[config.mk]
export PLATFORM = sky130hd
export DESIGN_NAME = over_temperature_guard_core
export DESIGN_NICKNAME = d
export VERILOG_FILES = /design/src/rtl/otg_pkg.sv /design/src/rtl/over_temperature_guard_core.sv
export SDC_FILE = /design/constraint.sdc
export NUM_CORES = 1
export LEC_CHECK = 0
export ABC_AREA = 1
export BUFFER_PORTS_ARGS = -buffer_cell sky130_fd_sc_hd__buf_2
export CAP_MARGIN = 20
export CORE_MARGIN = 3
export CORE_UTILIZATION = 23
export CTS_CLUSTER_SIZE = 10
export DETAILED_ROUTE_END_ITERATION = 10
export HOLD_SLACK_MARGIN = 0.1
export PLACE_DENSITY = 0.45
export SETUP_SLACK_MARGIN = 0.05
export SLEW_MARGIN = 40
export SYNTH_ARGS = -nofsm -noshare
export SYNTH_HDL_FRONTEND = slang
export SYNTH_SLANG_ARGS = --single-unit
[constraint.sdc]
create_clock -name clk_i -period 3.8 [get_ports clk_i]
set_input_delay 0.38 -clock clk_i [delete_from_list [all_inputs] [get_ports clk_i]]
set_output_delay 0.38 -clock clk_i [all_outputs]
set_load 0.05 [all_outputs]
[src/rtl/otg_pkg.sv]
// ----------------------------------------------------------------------------
// Over-temperature guard package
// Shared widths, register indexes and reset values of the guard.
// ----------------------------------------------------------------------------
package otg_pkg;

  localparam int unsigned SampleBits  = 10;
  localparam int unsigned TimerBits   = 16;
  localparam int unsigned CountBits   = 8;
  localparam int unsigned CfgIdxBits  = 3;
  localparam int unsigned CfgDataBits = (SampleBits > TimerBits) ? SampleBits : TimerBits;

  typedef logic [SampleBits-1:0]  sample_t;
  typedef logic [TimerBits-1:0]   timer_t;
  typedef logic [CountBits-1:0]   count_t;
  typedef logic [CfgIdxBits-1:0]  cfg_idx_t;
  typedef logic [CfgDataBits-1:0] cfg_data_t;

  localparam cfg_idx_t RegEnable       = 3'd0;
  localparam cfg_idx_t RegDangerLevel  = 3'd1;
  localparam cfg_idx_t RegSafeLevel    = 3'd2;
  localparam cfg_idx_t RegConfirmCount = 3'd3;
  localparam cfg_idx_t RegWaitTicks    = 3'd4;
  localparam cfg_idx_t RegWindowTicks  = 3'd5;

  localparam logic OpTick   = 1'b0;
  localparam logic OpSample = 1'b1;

  localparam count_t ConfirmReset = 8'd3;
  localparam timer_t WaitReset    = 16'd5000;
  localparam count_t WindowReset  = 8'd32;
  localparam timer_t TimerMax     = '1;
  localparam count_t CountMax     = '1;

  typedef struct packed {
    logic    error_active;
    logic    safe_flag;
    logic    window_open;
    sample_t reading;
    logic    error_raised;
    logic    error_cleared;
  } result_t;

endpackage

[src/rtl/over_temperature_guard_core.sv]
// ----------------------------------------------------------------------------
// Over-temperature guard core
// Periodic thermistor supervision with peak capture and hysteresis.
// ----------------------------------------------------------------------------
// Each word is a millisecond tick or an ADC sample and yields one result word.
// The update of the timer, peaks and error state is done in the cycle in which
// the word is accepted, and the result is held in a single output register, so
// one word is taken every cycle while that register is empty or being read.
// Configuration writes take effect at once and should be made while idle.
module over_temperature_guard_core (
  input  logic                      clk_i,
  input  logic                      rst_ni,
  input  logic                      cfg_we_i,
  input  otg_pkg::cfg_idx_t         cfg_idx_i,
  input  otg_pkg::cfg_data_t        cfg_wdata_i,
  input  logic                      in_valid_i,
  output logic                      in_ready_o,
  input  logic                      operation_i,
  input  otg_pkg::sample_t          sample_i,
  input  logic                      load_ok_i,
  input  logic                      power_ok_i,
  output logic                      out_valid_o,
  input  logic                      out_ready_i,
  output logic                      error_active_o,
  output logic                      safe_flag_o,
  output logic                      window_open_o,
  output otg_pkg::sample_t          reading_o,
  output logic                      error_raised_o,
  output logic                      error_cleared_o
);

  logic               enable_q;
  otg_pkg::sample_t   danger_q;
  otg_pkg::sample_t   safe_lvl_q;
  otg_pkg::count_t    confirm_q;
  otg_pkg::timer_t    wait_q;
  otg_pkg::count_t    window_q;

  otg_pkg::timer_t    timer_q, timer_d;
  logic               sampling_q, sampling_d;
  otg_pkg::sample_t   peak1_q, peak1_d;
  otg_pkg::sample_t   peak2_q, peak2_d;
  otg_pkg::sample_t   latched_q, latched_d;
  otg_pkg::count_t    count_q, count_d;
  logic               error_q, error_d;
  logic               safe_q, safe_d;
  logic               raised, cleared;

  otg_pkg::result_t   res_q;
  logic               out_valid_q;
  logic               in_accept;

  otg_pkg::timer_t    timer_inc;
  otg_pkg::count_t    count_inc;
  logic               qualifies;

  always_ff @(posedge clk_i or negedge rst_ni) begin
    if (!rst_ni) begin
      enable_q   <= 1'b0;
      danger_q   <= '0;
      safe_lvl_q <= '1;
      confirm_q  <= otg_pkg::ConfirmReset;
      wait_q     <= otg_pkg::WaitReset;
      window_q   <= otg_pkg::WindowReset;
    end else if (cfg_we_i) begin
      unique case (cfg_idx_i)
        otg_pkg::RegEnable:       enable_q   <= cfg_wdata_i[0];
        otg_pkg::RegDangerLevel:  danger_q   <= cfg_wdata_i[otg_pkg::SampleBits-1:0];
        otg_pkg::RegSafeLevel:    safe_lvl_q <= cfg_wdata_i[otg_pkg::SampleBits-1:0];
        otg_pkg::RegConfirmCount: confirm_q  <= cfg_wdata_i[otg_pkg::CountBits-1:0];
        otg_pkg::RegWaitTicks:    wait_q     <= cfg_wdata_i[otg_pkg::TimerBits-1:0];
        otg_pkg::RegWindowTicks:  window_q   <= cfg_wdata_i[otg_pkg::CountBits-1:0];
        default: ;
      endcase
    end
  end

  assign in_ready_o = !out_valid_q || out_ready_i;
  assign in_accept  = in_valid_i && in_ready_o;

  assign timer_inc = (timer_q == otg_pkg::TimerMax) ? timer_q : timer_q + 1'b1;
  assign count_inc = (count_q == otg_pkg::CountMax) ? count_q : count_q + 1'b1;
  assign qualifies = error_q ? (peak2_q >= safe_lvl_q) : (peak2_q <= danger_q);

  always_comb begin
    timer_d    = timer_q;
    sampling_d = sampling_q;
    peak1_d    = peak1_q;
    peak2_d    = peak2_q;
    latched_d  = latched_q;
    count_d    = count_q;
    error_d    = error_q;
    safe_d     = safe_q;
    raised     = 1'b0;
    cleared    = 1'b0;
    if (operation_i == otg_pkg::OpSample) begin
      if (sampling_q) begin
        if (peak1_q < sample_i) begin
          peak1_d = sample_i;
        end else if (peak2_q < sample_i) begin
          peak2_d = sample_i;
        end
      end
    end else if (enable_q) begin
      timer_d = timer_inc;
      if (!sampling_q) begin
        if (timer_inc >= wait_q) begin
          if (load_ok_i && power_ok_i) begin
            timer_d    = '0;
            sampling_d = 1'b1;
            safe_d     = 1'b0;
          end else begin
            timer_d = wait_q;
          end
        end
      end else if (timer_inc >= {{(otg_pkg::TimerBits-otg_pkg::CountBits){1'b0}}, window_q}) begin
        timer_d    = '0;
        sampling_d = 1'b0;
        latched_d  = peak2_q;
        peak1_d    = '0;
        peak2_d    = '0;
        if (qualifies) begin
          count_d = count_inc;
          if (count_inc >= confirm_q) begin
            count_d = '0;
            error_d = !error_q;
            raised  = !error_q;
            cleared = error_q;
          end
        end else begin
          count_d = '0;
        end
        if (!error_d) begin
          safe_d = 1'b1;
        end
      end
    end
  end

  always_ff @(posedge clk_i or negedge rst_ni) begin
    if (!rst_ni) begin
      timer_q    <= '0;
      sampling_q <= 1'b0;
      peak1_q    <= '0;
      peak2_q    <= '0;
      latched_q  <= '0;
      count_q    <= '0;
      error_q    <= 1'b0;
      safe_q     <= 1'b1;
    end else if (in_accept) begin
      timer_q    <= timer_d;
      sampling_q <= sampling_d;
      peak1_q    <= peak1_d;
      peak2_q    <= peak2_d;
      latched_q  <= latched_d;
      count_q    <= count_d;
      error_q    <= error_d;
      safe_q     <= safe_d;
    end
  end

  always_ff @(posedge clk_i or negedge rst_ni) begin
    if (!rst_ni) begin
      out_valid_q <= 1'b0;
    end else if (in_accept) begin
      out_valid_q <= 1'b1;
    end else if (out_ready_i) begin
      out_valid_q <= 1'b0;
    end
  end

  always_ff @(posedge clk_i) begin
    if (in_accept) begin
      res_q.error_active  <= error_d;
      res_q.safe_flag     <= safe_d;
      res_q.window_open   <= sampling_d;
      res_q.reading       <= latched_d;
      res_q.error_raised  <= raised;
      res_q.error_cleared <= cleared;
    end
  end

  assign out_valid_o     = out_valid_q;
  assign error_active_o  = res_q.error_active;
  assign safe_flag_o     = res_q.safe_flag;
  assign window_open_o   = res_q.window_open;
  assign reading_o       = res_q.reading;
  assign error_raised_o  = res_q.error_raised;
  assign error_cleared_o = res_q.error_cleared;

  a_window_not_safe: assert property (@(posedge clk_i) disable iff (!rst_ni)
    sampling_q |-> !safe_q)
    else $error("safe state held while a window is open");

  a_error_held: assert property (@(posedge clk_i) disable iff (!rst_ni)
    !in_accept |=> $stable(error_q) && $stable(timer_q))
    else $error("guard state changed without an accepted word");

  a_pulses_exclusive: assert property (@(posedge clk_i) disable iff (!rst_ni)
    !(raised && cleared))
    else $error("error raised and cleared by the same word");

  a_raise_sets_error: assert property (@(posedge clk_i) disable iff (!rst_ni)
    in_accept && raised |=> error_q && out_valid_q && res_q.error_raised)
    else $error("error raise not reflected in state and result");

  a_peaks_idle: assert property (@(posedge clk_i) disable iff (!rst_ni)
    !sampling_q |-> (peak1_q == '0) && (peak2_q == '0))
    else $error("peak registers not cleared outside a window");

endmodule
Word level (Yosys, flattened, before mapping)
Cells that the tools add are included.
- bits in read-only memories: 0
- latch bits: 0
- register bits: 126
- input bits: 37
- output and inout port bits: 17
- memories kept: 0
- logic and storage cells: 114
- RAM bits: 0
- $add $sub $neg: 2
- div/mod/pow operators: 0
- mux-type cells: 48
- eq/ne operators: 10
- order comparisons: 7
- bitwise logic cells: 6
- shift-type cells: 0
- multiply operators: 0
- reduce and logical (&&, ||, !) cells: 20
- operators with widths (cell ; count):
    $mux 10 ; 14
    $mux 16 ; 5
    $mux 1 ; 26
    $mux 8 ; 3
    $lt 10x10->1 ; 2
    $add 16x1->16 const B ; 1
    $eq 16x16->1 const B ; 1
    $ge 16x16->1 ; 1
    $ge 16x8->1 ; 1
    $reduce_and 2->1 ; 6
    $ge 10x10->1 ; 1
    $le 10x10->1 ; 1
    $reduce_and 5->1 ; 2
    $add 8x1->8 const B ; 1
    $eq 8x8->1 const B ; 1
    $ge 8x8->1 ; 1
    $eq 3x2->1 const B ; 2
    $eq 3x3->1 const B ; 2
    $not 1->1 ; 6
    $reduce_and 6->1 ; 1
    $reduce_bool 2->1 ; 3
    $reduce_or 6->1 ; 1
    $ne 2x1->1 const B ; 2
    $eq 3x1->1 const B ; 1
    6 further kinds ; 8

Depth between registers and ports, before layout
Gate-level depths: netlist of the first run.
- depth after elaboration: 14
- mapped depth: 24
- gate-level depth less buffers: 23

Least setup slack after synthesis of the first run
OpenSTA, ideal clock, no wires.
- path type: reg-to-reg
- start: reg timer_q[1]
- end: reg res_q (netlist bit error_active_o) (data pin)
- data arrival time: 2719 ps
- library setup time: 253 ps
- path slack: 828 ps
- required time: 3547 ps
- buffers on the path: 1
- period minus slack after synthesis: 2972 ps
- stages on the path, launching flop included: 24
- cell sequence: dfrtp_1 > ha_1 > nand2_2 > nor2_4 > nand2_4 > nor2_8 > xor2_1 > inv_1 > ha_1 > inv_1 > nand2_1 > nand2_1 > nand2_1 > nand2_1 > nand2_1 > nand2_1 > a21oi_1 > nor2_4 > nand3_4 > nand3_4 > inv_4 > buf_6 > o21ai_1 > inv_1
- longest elaborated chain between the ends: 7
- elaborated cells between the ends (all ways): 8
- those cells by class: add/sub: 1; order compare: 1; eq/ne: 1; mux: 5
- RTL lines (element ; line ; source):
    start, declared ; over_temperature_guard_core.sv:39 ; otg_pkg::timer_t timer_q, timer_d;
    start signal, assigned ; over_temperature_guard_core.sv:151 ; timer_q <= timer_d;
    $add 16x1->16 or $eq 16x16->1 (tied branches) ; over_temperature_guard_core.sv:81 ; assign timer_inc = (timer_q == otg_pkg::TimerMax) ? timer_q : timer_q + 1'b1;
    $mux 16 (*) ; over_temperature_guard_core.sv:81 ;
    $ge 16x8->1 (*) ; over_temperature_guard_core.sv:116 ; end else if (timer_inc >= {{(otg_pkg::TimerBits-otg_pkg::CountBits){1'b0}}, window_q}) begin
    $mux 1 (*) ; over_temperature_guard_core.sv:116 ;
    $mux 1 (*) ; over_temperature_guard_core.sv:106 ; if (!sampling_q) begin
    $mux 1 (*) ; over_temperature_guard_core.sv:104 ; end else if (enable_q) begin
    $mux 1 (*) ; over_temperature_guard_core.sv:96 ; if (operation_i == otg_pkg::OpSample) begin
    via error_d ; over_temperature_guard_core.sv:45 ; logic error_q, error_d;
    end, declared ; over_temperature_guard_core.sv:49 ; otg_pkg::result_t res_q;
The timed path passes the listed nets; every way through them passes the cells marked *.
A chain may end at the register's enable or synchronous reset.

Final worst setup path of the first run
- start: reg timer_q[1]
- end: reg res_q (netlist bit window_open_o) (data pin)
- longest elaborated chain between the ends: 7
- elaborated cells between the ends (all ways): 10
- those cells by class: add/sub: 1; order compare: 2; eq/ne: 1; mux: 6
- RTL lines (element ; line ; source):
    $add 16x1->16 or $eq 16x16->1 (tied branches) ; over_temperature_guard_core.sv:81 ;
    $mux 16 (*) ; over_temperature_guard_core.sv:81 ;
    $ge 16x16->1 or $ge 16x8->1 (tied branches) ; over_temperature_guard_core.sv:107, over_temperature_guard_core.sv:116 ;
    $mux 1 (on tied branches) ; over_temperature_guard_core.sv:107, over_temperature_guard_core.sv:116 ;
    $mux 1 (*) ; over_temperature_guard_core.sv:106 ;
    $mux 1 (*) ; over_temperature_guard_core.sv:104 ;
    $mux 1 (*) ; over_temperature_guard_core.sv:96 ;
    via sampling_d ; over_temperature_guard_core.sv:40 ; logic sampling_q, sampling_d;
Marks and branches as above.

==> impl_metrics.env, run 1 <==
export IMPL_grt_usage_pct=12.9
export IMPL_crit_buf_inv=1
export IMPL_max_slew_margin_pct=52.7
export IMPL_final_common_cell="nand2_1"
export IMPL_drt_total_wl_mm=22.4
export IMPL_cts_tree="yes"
export IMPL_dr_pass1_iters=5
export IMPL_cts_sinks=126
export IMPL_vias=6657
export IMPL_area_growth_pct=17.2
export IMPL_crit_slowest_cell="dfrtp_1"
export IMPL_fin_crit_ns=3.43
export IMPL_setup_tns_final_ns=0
export IMPL_synth_distinct_cells=40
export IMPL_gr_total_overflow=0
export IMPL_hold_viol_final=0
export IMPL_synth_main_ff_cell="dfrtp_1"
export IMPL_clkLatencyLatePin_ns=0.42
export IMPL_rsz0062_at_grt="false"
export IMPL_drt_wirelength_per_cell_um=14.5
export IMPL_gp_congestion=0.812
export IMPL_clkSlewWorstSetupHoldPaths_ns=0.07
export IMPL_remaining_drc_errors=0
export IMPL_synth_edf_count=15
export IMPL_p_leak_uw=0.00482
export IMPL_period_share_pct=90.2
export IMPL_slowest_delay_ns=0.41
export IMPL_ys_seq_elements=126
export IMPL_p_per_area_mw_per_mm2=657
export IMPL_r2r_start="timer_q[1]$_DFFE_PN0P_"
export IMPL_grt_antenna_before_repair=0
export IMPL_syn_cell_area_sq_mm=0.00792
export IMPL_maxSlewViolCount=0
export IMPL_dr_max_layer_used="met4"
export IMPL_cp_max_fo=5
export IMPL_timing_fmax_mhz=292
export IMPL_vias_per_cell=4.29
export IMPL_post_cts_setup_buffers=0
export IMPL_async_reset_ff_share_pct=88.1
export IMPL_fill_cells=3714
export IMPL_numCtsBuffers=17
export IMPL_post_route_util_pct=27.6
export IMPL_yosysTopAreaCell="dfrtp_1"
export IMPL_drive_above_1_share_pct=13.1
export IMPL_syn_avg_cell_area_sq_um=7.66
export IMPL_fin_skew_ns=0.0116
export IMPL_clockRootBuffer="clkbuf_16"
export IMPL_io_buffers=53
export IMPL_dr_wl_met2_mm=9.73
export IMPL_layout_nets=1199
export IMPL_dieArea_sq_mm=0.0367
export IMPL_ios=54
export IMPL_clock_path_buffers=2
export IMPL_cap_violations=0
export IMPL_initial_core_util_pct=23.5
export IMPL_status="finished clean"
export IMPL_syn_num_nets=1143
export IMPL_grt_pass1_vias=6767
export IMPL_core_area_sq_mm=0.0337
export IMPL_dieHeight_um=192
export IMPL_path_common_cell="nand2_1"
export IMPL_tightestPinTransition_ns=0.708
export IMPL_pre_cts_ws_ns=0.336
export IMPL_worst_setup_path_start_kind="flop"
export IMPL_path_delay_family="simple AND/OR/NAND/NOR gates"
export IMPL_synthTopCellsByArea="dfrtp_1 29%, nand2_1 17%, ha_1 11%"
export IMPL_wl_met3_um=690
export IMPL_setup_viol_count_final=0
export IMPL_min_from="cfg_wdata_i[10]"
export IMPL_arrival_ns=3.56
export IMPL_layout_setup_ws_ns=0.373
export IMPL_crit_chain="ha_1 > nand2_2 > nor2_4 > nand2_4 > nor2_2 > nand2_1 > inv_1 > nor2_1 > nor2_1 > ha_1 > nand2_1 > o21ai_0 > nand2_1 > nand2_1 > nand2_1 > nand3_1 > nand4_1 > o21ai_0 > o21bai_1"
export IMPL_drtAntennaViolNets=0
export IMPL_die_w_um=192
export IMPL_cp_end_kind="flop"
export IMPL_path_class="flop to flop"
export IMPL_min_path_type="primary input to flop"
export IMPL_synth_top_area_share_pct=29.1
export IMPL_cp_required_ns=3.93
export IMPL_synth_warnings=0
export IMPL_initialDrtViolationCount=373
export IMPL_grt_max_degree=52
export IMPL_final_cell_mix="349 x nand2_1, 143 x inv_1, 92 x dfrtp_1"
export IMPL_peakVddDrop_mv=0.380
export IMPL_yosysSeqAreaShare_pct=41.0
export IMPL_crit_path_start="timer_q[1]$_DFFE_PN0P_"
export IMPL_h_tree_depth=4
export IMPL_row_count=67
export IMPL_diodes=0
export IMPL_synthCells=1034
export IMPL_hpwl_mm=16.8
export IMPL_grt_pass1_wl_mm=37.2
export IMPL_met1Wirelength_mm=11.8
stage by stage:
stage	cells	area [sq um]	total power, uW	hold slack [ns]
final	1551	9290	6100	0.209
after floorplan	1034	7920	3860	0.0844
after detailed placement	1518	8700	4590	0.330
after global placement	1518	8700	4570	0.329
after CTS	1551	9280	6200	0.183
after global routing	1551	9290	6700	0.211
per-layer routing:
| layer | GRT usage, % | up-vias |
|---|---|---|
| li1 | - | 3453 |
| met1 | 19.1 | 3099 |
| met2 | 19.9 | 95 |
| met3 | 2.37 | 10 |
| met4 | 2.43 | 0 |
| met5 | 0 | - |
final cells by class:
class / count / area (sq um) / share of cell area, %
Inverter: 146 / 558 / 6.01
Clock buffer: 20 / 478 / 5.15
Sequential cell: 126 / 3250 / 35.0
Timing Repair Buffer: 64 / 353 / 3.80
Clock inverter: 12 / 87.6 / 0.943
Multi-Input combinational cell: 735 / 4000 / 43.0
Tap cell: 448 / 561 / 6.04
cells in the mapped netlist (4+ instances only):
cell type,count
ha_1,72
o21ai_0,77
nand4_1,39
nor2_1,60
inv_1,144
nand2_1,350
xor2_1,7
nor2_2,9
nor2_4,5
clkbuf_1,19
o211ai_1,14
a21oi_1,43
o21bai_1,4
edfxtp_1,15
nand3_1,26
dfstp_2,19
dfrtp_1,92
timing repair:
action | in CTS | in global routing
hold buffers | 1 | 0
gates resized for setup | 0 | 2
endpoints found under the hold margin | 20 | 0
setup endpoints to repair | 0 | 16
registers in the layout, indices dropped and copies added, names as in the netlist, 10 cells and up:
signal	count
wait_q	16
timer_q	16
latched_q	10
safe_lvl_q	10
danger_q	10
peak2_q	10
reading_o	10
peak1_q	10
path summary, 6_finish.rpt:
path                                       endpoint  slack [ns]  cells past startpoint
setup / recovery            window_open_o$_DFFE_PP_        0.37                     19
hold / removal               wait_q[10]$_DFFE_PN0P_        0.21                      3
setup reg to reg            window_open_o$_DFFE_PP_        0.37                     19
hold reg to reg            latched_q[0]$_DFFE_PN0P_        0.47                      2
max in group asynchronous   window_q[3]$_DFFE_PN0P_        2.36                      3
min in group asynchronous   timer_q[14]$_DFFE_PN0P_        0.43                      2
cell families after synthesis:
group | after synthesis | synth area share, %
XOR/XNOR | 10 | 1.11
multiplexers | 1 | 0.142
AND/OR/NAND/NOR | 506 | 27.8
AO/OA/AOI/OAI | 146 | 9.98
buffers and inverters | 173 | 8.54
adder cells (fa/ha/maj) | 72 | 11.4
flip-flops | 126 | 41.0
report_power, final:
group          switching [uW]  internal [uW]
Combinational            1580            850
Clock                     644            907
Sequential                354           1770
worst reg2reg max path, stage by stage (launching register included):
cell	delay (ns)
dfrtp_1	0.41
ha_1	0.28
nand2_2	0.10
nor2_4	0.14
nand2_4	0.09
nor2_2	0.11
nand2_1	0.11
inv_1	0.08
nor2_1	0.04
nor2_1	0.30
ha_1	0.31
nand2_1	0.10
o21ai_0	0.11
nand2_1	0.08
nand2_1	0.05
nand2_1	0.09
nand3_1	0.20
nand4_1	0.19
o21ai_0	0.15
o21bai_1	0.22
(Power assumes the default switching activity.)
==> inputs of run 2 (changes only) <==
--- a/config.mk
+++ b/config.mk
@@ -6,9 +6,8 @@
 export NUM_CORES = 1
 export LEC_CHECK = 0
 export ABC_AREA = 1
-export BUFFER_PORTS_ARGS = -buffer_cell sky130_fd_sc_hd__buf_2
+export BUFFER_PORTS_ARGS = -buffer_cell sky130_fd_sc_hd__buf_4
 export CAP_MARGIN = 20
-export CORE_MARGIN = 3
 export CORE_UTILIZATION = 23
 export CTS_CLUSTER_SIZE = 10
 export DETAILED_ROUTE_END_ITERATION = 10
==> run 2 against run 1 <==
Against the previous run:
- worst hold slack worse by 0.013 ns
- cell area grew 2.0%
- combinational power rose by 2%
- clock-buffer cell count rose by 1
- sequential share of layout area down 0.70 points
- clock skew is 0.00091 ns higher
- global-route usage is 0.39 points higher
- worst setup slack better by 0.054 ns
- critical endpoint is now timer_q[2]$_DFFE_PN0P_
==> impl_metrics.env, run 2 (synthesized netlist as in run 1, its figures left out) <==
export IMPL_hold_path_end="wait_q[12]$_DFFE_PN1P_"
export IMPL_row_count=67
export IMPL_diodes=0
export IMPL_cp_required_ns=4.15
export IMPL_r2r_start="timer_q[1]$_DFFE_PN0P_"
export IMPL_initial_core_util_pct=23.5
export IMPL_core_area_sq_mm=0.0337
export IMPL_fill_cells=3710
export IMPL_post_cts_setup_buffers=0
export IMPL_h_tree_depth=4
export IMPL_vias_per_cell=4.28
export IMPL_rr_endpoint="timer_q[2]$_DFFE_PN0P_"
export IMPL_min_path_cells=3
export IMPL_io_buffers=53
export IMPL_numCtsBuffers=17
export IMPL_final_cells=1552
export IMPL_place_inst=1519
export IMPL_grt_usage_pct=13.3
export IMPL_clkLatencyLatePin_ns=0.43
export IMPL_p_leak_uw=0.00490
export IMPL_drt_total_wl_mm=22.2
export IMPL_clock_path_buffers=2
export IMPL_clkSlewWorstSetupHoldPaths_ns=0.06
export IMPL_drive_above_1_share_pct=13.0
export IMPL_rsz0062_at_grt="false"
export IMPL_initialDrtViolationCount=441
export IMPL_grt_pass1_vias=6651
export IMPL_setup_tns_final_ns=0
export IMPL_tightestPinTransition_ns=0.692
export IMPL_setup_viol_count_final=0
export IMPL_min_from="cfg_wdata_i[12]"
export IMPL_cp_max_fo=10
export IMPL_grt_max_degree=73
export IMPL_remaining_drc_errors=0
export IMPL_worstRegToRegCells=19
export IMPL_dr_pass1_iters=6
export IMPL_p_total_uw=6300
export IMPL_peakVddDrop_mv=0.338
export IMPL_hold_viol_final=0
export IMPL_status="finished clean"
export IMPL_drtAntennaViolNets=0
export IMPL_path_class="flop to flop"
export IMPL_final_cell_mix="349 x nand2_1, 143 x inv_1, 92 x dfrtp_1"
export IMPL_period_share_pct=88.8
export IMPL_vias=6642
export IMPL_worst_setup_path_start_kind="flop"
export IMPL_gr_total_overflow=0
export IMPL_layout_nets=1200
export IMPL_area_growth_pct=19.6
export IMPL_finalInstanceArea_sq_mm=0.00947
export IMPL_reg_top3="timer_q: 16 flops, wait_q: 16 flops"
export IMPL_arrival_ns=3.72
export IMPL_timing_fmax_mhz=296
export IMPL_fin_skew_ns=0.0125
export IMPL_hpwl_mm=16.6
export IMPL_cts_sinks=126
export IMPL_dieArea_sq_mm=0.0352
export IMPL_dieHeight_um=188
export IMPL_grt_antenna_before_repair=0
export IMPL_cap_violations=0
export IMPL_cts_tree="yes"
export IMPL_clockRootBuffer="clkbuf_16"
export IMPL_worst_r2r_setup_slack_ns=0.43
export IMPL_die_w_um=188
export IMPL_dpl_cell_area_sq_mm=0.00885
export IMPL_ios=54
export IMPL_max_slew_margin_pct=53.7
export IMPL_final_common_cell="nand2_1"
export IMPL_cp_end_kind="flop"
export IMPL_drt_wirelength_per_cell_um=14.3
export IMPL_fin_crit_ns=3.37
export IMPL_gp_congestion=0.798
export IMPL_grt_pass1_wl_mm=36.6
export IMPL_maxSlewViolCount=0
export IMPL_p_per_area_mw_per_mm2=665
export IMPL_min_path_type="primary input to flop"
==> run 2: changes by cell type in the layout (fill, tap and decap cells not counted), sizes merged <==
cell,delta
bufinv,+3
clkbuf,+2
clkinv,-2
clkinvlp,-3
inv,+1
==> run 2: routing by layer <==
| layer | up-vias | part of all wire, % | GRT usage (%) |
|---|---|---|---|
| li1 | 3456 | - | - |
| met3 | 19 | 2.5 | 1.97 |
| met5 | - | 0 | 0 |
| met2 | 89 | 43 | 20.1 |
| met1 | 3078 | 53 | 19.5 |
| met4 | 0 | 1.6 | 4.03 |
==> run 2: repair_timing <==
item	CTS	global route
setup endpoints to repair	0	24
hold endpoints to repair	58	0
gates resized for setup	0	3
hold buffers	1	0
==> run 2: stage by stage <==
stage,hold slack (ns),utilization (%),setup WS [ns]
5_1_grt,0.211,28.1,0.0672
4_1_cts,0.181,28.1,0.356
3_3_place_gp,0.455,26.2,0.425
2_1_floorplan,0.0844,-,0.828
6_report,0.196,28.1,0.427
3_5_place_dp,0.458,26.2,0.379
==> run 2: final cells by class <==
class	instances	area [sq um]	share of cell area (%)
clock buffer	21	462	4.87
clock inverter	11	140	1.48
inverter	146	556	5.86
multi-input combinational	735	4000	42.3
sequential	126	3250	34.3
tap	448	561	5.92
timing repair buffer	65	500	5.28
==> run 2: worst max-delay path, stage by stage (launching register included) <==
cell and delay (ns):
dfrtp_1 0.40, ha_1 0.28, nand3_1 0.16, nor2_2 0.18, nand3_1 0.09, nand2_1 0.07
nand2_1 0.08, nor2_2 0.13, inv_1 0.09, ha_1 0.28, nand2_1 0.08, nor4_1 0.32
buf_4 0.18, nand2_1 0.07, nand3_1 0.23, buf_4 0.21, nand2_1 0.07, o21ai_0 0.18
inv_1 0.06, a21oi_1 0.14
==> run 2: worst max-delay path by stage <==
| stage | endpoint | from | slack [ns] |
|---|---|---|---|
| final | timer_q[2]$_DFFE_PN0P_ | timer_q[1]$_DFFE_PN0P_ | 0.43 |
| after global routing | timer_q[7]$_DFFE_PN0P_ | timer_q[1]$_DFFE_PN0P_ | 0.07 |
| after CTS | latched_q[4]$_DFFE_PN0P_ | timer_q[1]$_DFFE_PN0P_ | 0.36 |
| after detailed placement | latched_q[8]$_DFFE_PN0P_ | timer_q[1]$_DFFE_PN0P_ | 0.38 |
| after global placement | timer_q[10]$_DFFE_PN0P_ | timer_q[1]$_DFFE_PN0P_ | 0.42 |
| after floorplan | error_active_o$_DFFE_PP_ | timer_q[1]$_DFFE_PN0P_ | 0.83 |
==> run 2: power breakdown <==
part,leakage [uW],switching (uW),internal (uW)
registers,0.00152,351,1770
clock network,0.000292,635,1070
logic,0.00308,1590,888
total,0.00490,2580,3730
==> inputs of run 3 (changes only) <==
--- a/config.mk
+++ b/config.mk
@@ -5,14 +5,14 @@
 export SDC_FILE = /design/constraint.sdc
 export NUM_CORES = 1
 export LEC_CHECK = 0
-export ABC_AREA = 1
 export BUFFER_PORTS_ARGS = -buffer_cell sky130_fd_sc_hd__buf_4
 export CAP_MARGIN = 20
+export CORE_MARGIN = 4
 export CORE_UTILIZATION = 23
 export CTS_CLUSTER_SIZE = 10
 export DETAILED_ROUTE_END_ITERATION = 10
 export HOLD_SLACK_MARGIN = 0.1
-export PLACE_DENSITY = 0.45
+export PLACE_DENSITY = 0.47
 export SETUP_SLACK_MARGIN = 0.05
 export SLEW_MARGIN = 40
 export SYNTH_ARGS = -nofsm -noshare
==> constraint.sdc (replaced) <==
create_clock -name clk_i -period 3.05 [get_ports clk_i]
set_input_delay 0.305 -clock clk_i [delete_from_list [all_inputs] [get_ports clk_i]]
set_output_delay 0.305 -clock clk_i [all_outputs]
set_load 0.05 [all_outputs]
==> run 3 against run 2 <==
Against the previous run:
- the run now ends with negative setup slack left
- flip-flop and latch count stayed put
- critical path depth down 3
- fmax is 3.3% higher
- sequential share of layout area fell by 4.5 points
==> impl_metrics.env, run 3 <==
export IMPL_grt_usage_pct=13.1
export IMPL_min_from="cfg_wdata_i[15]"
export IMPL_synth_main_ff_cell="dfrtp_1"
export IMPL_violations="negative setup slack"
export IMPL_synthTopCellsByArea="dfrtp_1 30%, ha_1 12%, dfstp_2 6.6%"
export IMPL_h_tree_depth=4
export IMPL_clkSlewWorstSetupHoldPaths_ns=0.06
export IMPL_yosysSeqAreaShare_pct=43.0
export IMPL_syn_avg_cell_area_sq_um=9.84
export IMPL_reg_top3="timer_q: 16 flops, wait_q: 16 flops"
export IMPL_synthAdderAreaFrac_pct=11.9
export IMPL_cp_end_kind="flop"
export IMPL_period_share_pct=107
export IMPL_yosysTopAreaCell="dfrtp_1"
export IMPL_grt_pass1_wl_mm=36.8
export IMPL_setup_tns_final_ns=-7.68
export IMPL_synth_compound_area_share_pct=15.0
export IMPL_use_met3_pct=1.92
export IMPL_hpwl_mm=16.7
export IMPL_arrival_ns=3.43
export IMPL_synth_warnings=0
export IMPL_rsz0062_at_grt="true"
export IMPL_area_growth_pct=44.1
export IMPL_clkLatencyLatePin_ns=0.43
export IMPL_grt_antenna_before_repair=0
export IMPL_clock_path_buffers=2
export IMPL_final_cell_mix="157 x buf_4, 92 x dfrtp_1, 87 x nand2_1"
export IMPL_fin_skew_ns=0.0108
export IMPL_clockRootBuffer="clkbuf_16"
export IMPL_initialDrtViolationCount=334
export IMPL_min_path_type="primary input to flop"
export IMPL_gr_total_overflow=0
export IMPL_synth_edf_count=15
export IMPL_use_met1_pct=18.4
export IMPL_pre_cts_ws_ns=-0.295
export IMPL_synth_top_family_by_area="compound AO/OA/AOI/OAI gates"
export IMPL_cp_required_ns=3.22
export IMPL_die_w_um=189
export IMPL_multiInputGateArea_sq_mm=0.00453
export IMPL_worstRegToRegCells=16
export IMPL_setup_viol_count_final=64
export IMPL_hold_viol_final=0
export IMPL_layout_nets=1058
export IMPL_gp_congestion=0.812
export IMPL_whs_ns=0.115
export IMPL_fin_crit_ns=3.27
export IMPL_fill_cells=3305
export IMPL_max_slew_margin_pct=53.8
export IMPL_layout_setup_ws_ns=-0.215
export IMPL_drt_wirelength_per_cell_um=16.3
export IMPL_peakVddDrop_mv=0.426
export IMPL_drive_above_1_share_pct=38.5
export IMPL_synth_top_area_share_pct=30.5
export IMPL_r2r_start="timer_q[6]$_DFFE_PN0P_"
export IMPL_finalInstanceArea_sq_mm=0.0109
export IMPL_worst_r2r_setup_slack_ns=-0.22
export IMPL_synthSimpleGateAreaFrac_pct=14.5
export IMPL_vias=6233
export IMPL_p_leak_uw=0.00500
export IMPL_ys_seq_elements=126
export IMPL_min_path_cells=3
export IMPL_seq_area_sq_mm=0.00325
export IMPL_synth_area_mux_share_pct=8.34
export IMPL_dr_pass1_iters=5
export IMPL_maxSlewViolCount=0
export IMPL_tightestPinTransition_ns=0.693
export IMPL_dieHeight_um=189
export IMPL_synth_distinct_cells=65
export IMPL_drt_total_wl_mm=22.8
export IMPL_hold_path_end="wait_q[15]$_DFFE_PN0P_"
export IMPL_p_per_area_mw_per_mm2=720
export IMPL_yosys_top_cells_count="92 x dfrtp_1, 92 x nand2_1, 79 x o21ai_0, 73 x inv_1, 72 x ha_1"
export IMPL_top_usage_layer="met2"
export IMPL_grt_max_degree=50
export IMPL_syn_cell_area_sq_mm=0.00756
export IMPL_timing_fmax_mhz=306
export IMPL_remaining_drc_errors=0
export IMPL_core_area_sq_mm=0.0325
export IMPL_dpl_cell_area_sq_mm=0.00926
export IMPL_initial_core_util_pct=23.3
export IMPL_cap_violations=0
export IMPL_rr_endpoint="reading_o[1]$_DFFE_PP_"
export IMPL_row_count=66
export IMPL_p_total_uw=7840
export IMPL_dieArea_sq_mm=0.0358
export IMPL_status="finished, violations left"
export IMPL_path_class="flop to flop"
export IMPL_async_reset_ff_share_pct=88.1
export IMPL_io_buffers=53
export IMPL_final_common_cell="buf_4"
export IMPL_diodes=0
export IMPL_synthCells=768
export IMPL_grt_pass1_vias=6413
export IMPL_met2_usage_pct=21.2
export IMPL_syn_num_nets=877
export IMPL_ios=54
export IMPL_drtAntennaViolNets=0
export IMPL_cp_max_fo=7
export IMPL_worst_setup_path_start_kind="flop"
export IMPL_cts_tree="yes"
export IMPL_synthXorXnorAreaFrac_pct=1.51
export IMPL_numCtsBuffers=17
export IMPL_cts_sinks=126
export IMPL_vias_per_cell=4.44
[run 3: changes by cell type after synthesis, moves of 14 or more]
cell      previous run  this run
nand4_1             39        17
nor2_1              60        29
inv_1              144        73
nand2_1            350        92
nand2b_1             0        14
a21oi_1             43        22
mux2_2               1        36
[run 3: layout make-up]
cell class / instances / share of cell area [%]
Clock buffer: 22 / 4.26
Multi-Input combinational cell: 540 / 41.6
Sequential cell: 126 / 29.8
Timing Repair Buffer: 190 / 15.4
Inverter: 74 / 2.57
Clock inverter: 10 / 1.27
Tap cell: 442 / 5.08
[run 3: layer usage]
metal | routed length (um) | part of all wire (%)
met1 | 11300 | 49
met2 | 10600 | 47
met3 | 589 | 2.6
met4 | 300 | 1.3
met5 | 0 | 0
[run 3: what timing repair did]
action	4_1_cts	5_1_grt
hold buffers	6	0
gates resized for setup	122	30
cloned	4	0
pin swaps	38	19
endpoints found under the hold margin	43	0
buffers inserted	23	6
endpoints found under the setup margin	72	72
[run 3: metrics by stage]
step           utilization [%]  std cells
2_1_floorplan                -        768
3_3_place_gp              28.5       1335
3_5_place_dp              28.5       1335
4_1_cts                   33.1       1398
5_1_grt                   33.6       1404
6_report                  33.6       1404
[run 3: worst max-delay path by stage]
stage                            from                       end  slack, ns
5_1_grt        timer_q[6]$_DFFE_PN0P_  latched_q[5]$_DFFE_PN0P_      -0.39
3_3_place_gp   timer_q[8]$_DFFE_PN0P_   window_open_o$_DFFE_PP_      -0.27
4_1_cts        timer_q[1]$_DFFE_PN0P_    timer_q[6]$_DFFE_PN0P_      -0.16
6_report       timer_q[6]$_DFFE_PN0P_    reading_o[1]$_DFFE_PP_      -0.22
3_5_place_dp   timer_q[0]$_DFFE_PN0P_   window_open_o$_DFFE_PP_      -0.29
2_1_floorplan  timer_q[3]$_DFFE_PN0P_    reading_o[2]$_DFFE_PP_      -0.25
[run 3: worst max-delay path, stage by stage, from the launching register on]
cell and delay [ns]:
dfrtp_1 0.39, nand4_1 0.21, nor4_4 0.33, buf_4 0.18
buf_6 0.09, mux2i_1 0.17, buf_4 0.15, inv_4 0.05
ha_4 0.14, a21o_1 0.17, a31oi_4 0.15, o21ai_2 0.07
nand4_1 0.17, nand3_2 0.13, nand3_4 0.15, buf_12 0.15
mux2_4 0.30
[run 3: where the power goes]
| group | switching (uW) | internal (uW) | total (uW) | leakage (uW) |
|---|---|---|---|---|
| registers | 182 | 2010 | 2190 | 0.00155 |
| clock network | 784 | 1330 | 2110 | 0.000294 |
| logic | 1790 | 1750 | 3540 | 0.00316 |
[run 3: cells by family (layout without fill, tap and decap cells)]
logic type,count (synthesis),in the layout
multiplexers,55,55
XOR/XNOR,13,13
buffers and inverters,102,296
AO/OA/AOI/OAI,179,179
flip-flops,126,126
adder cells (fa/ha/maj),72,72
AND/OR/NAND/NOR,221,221
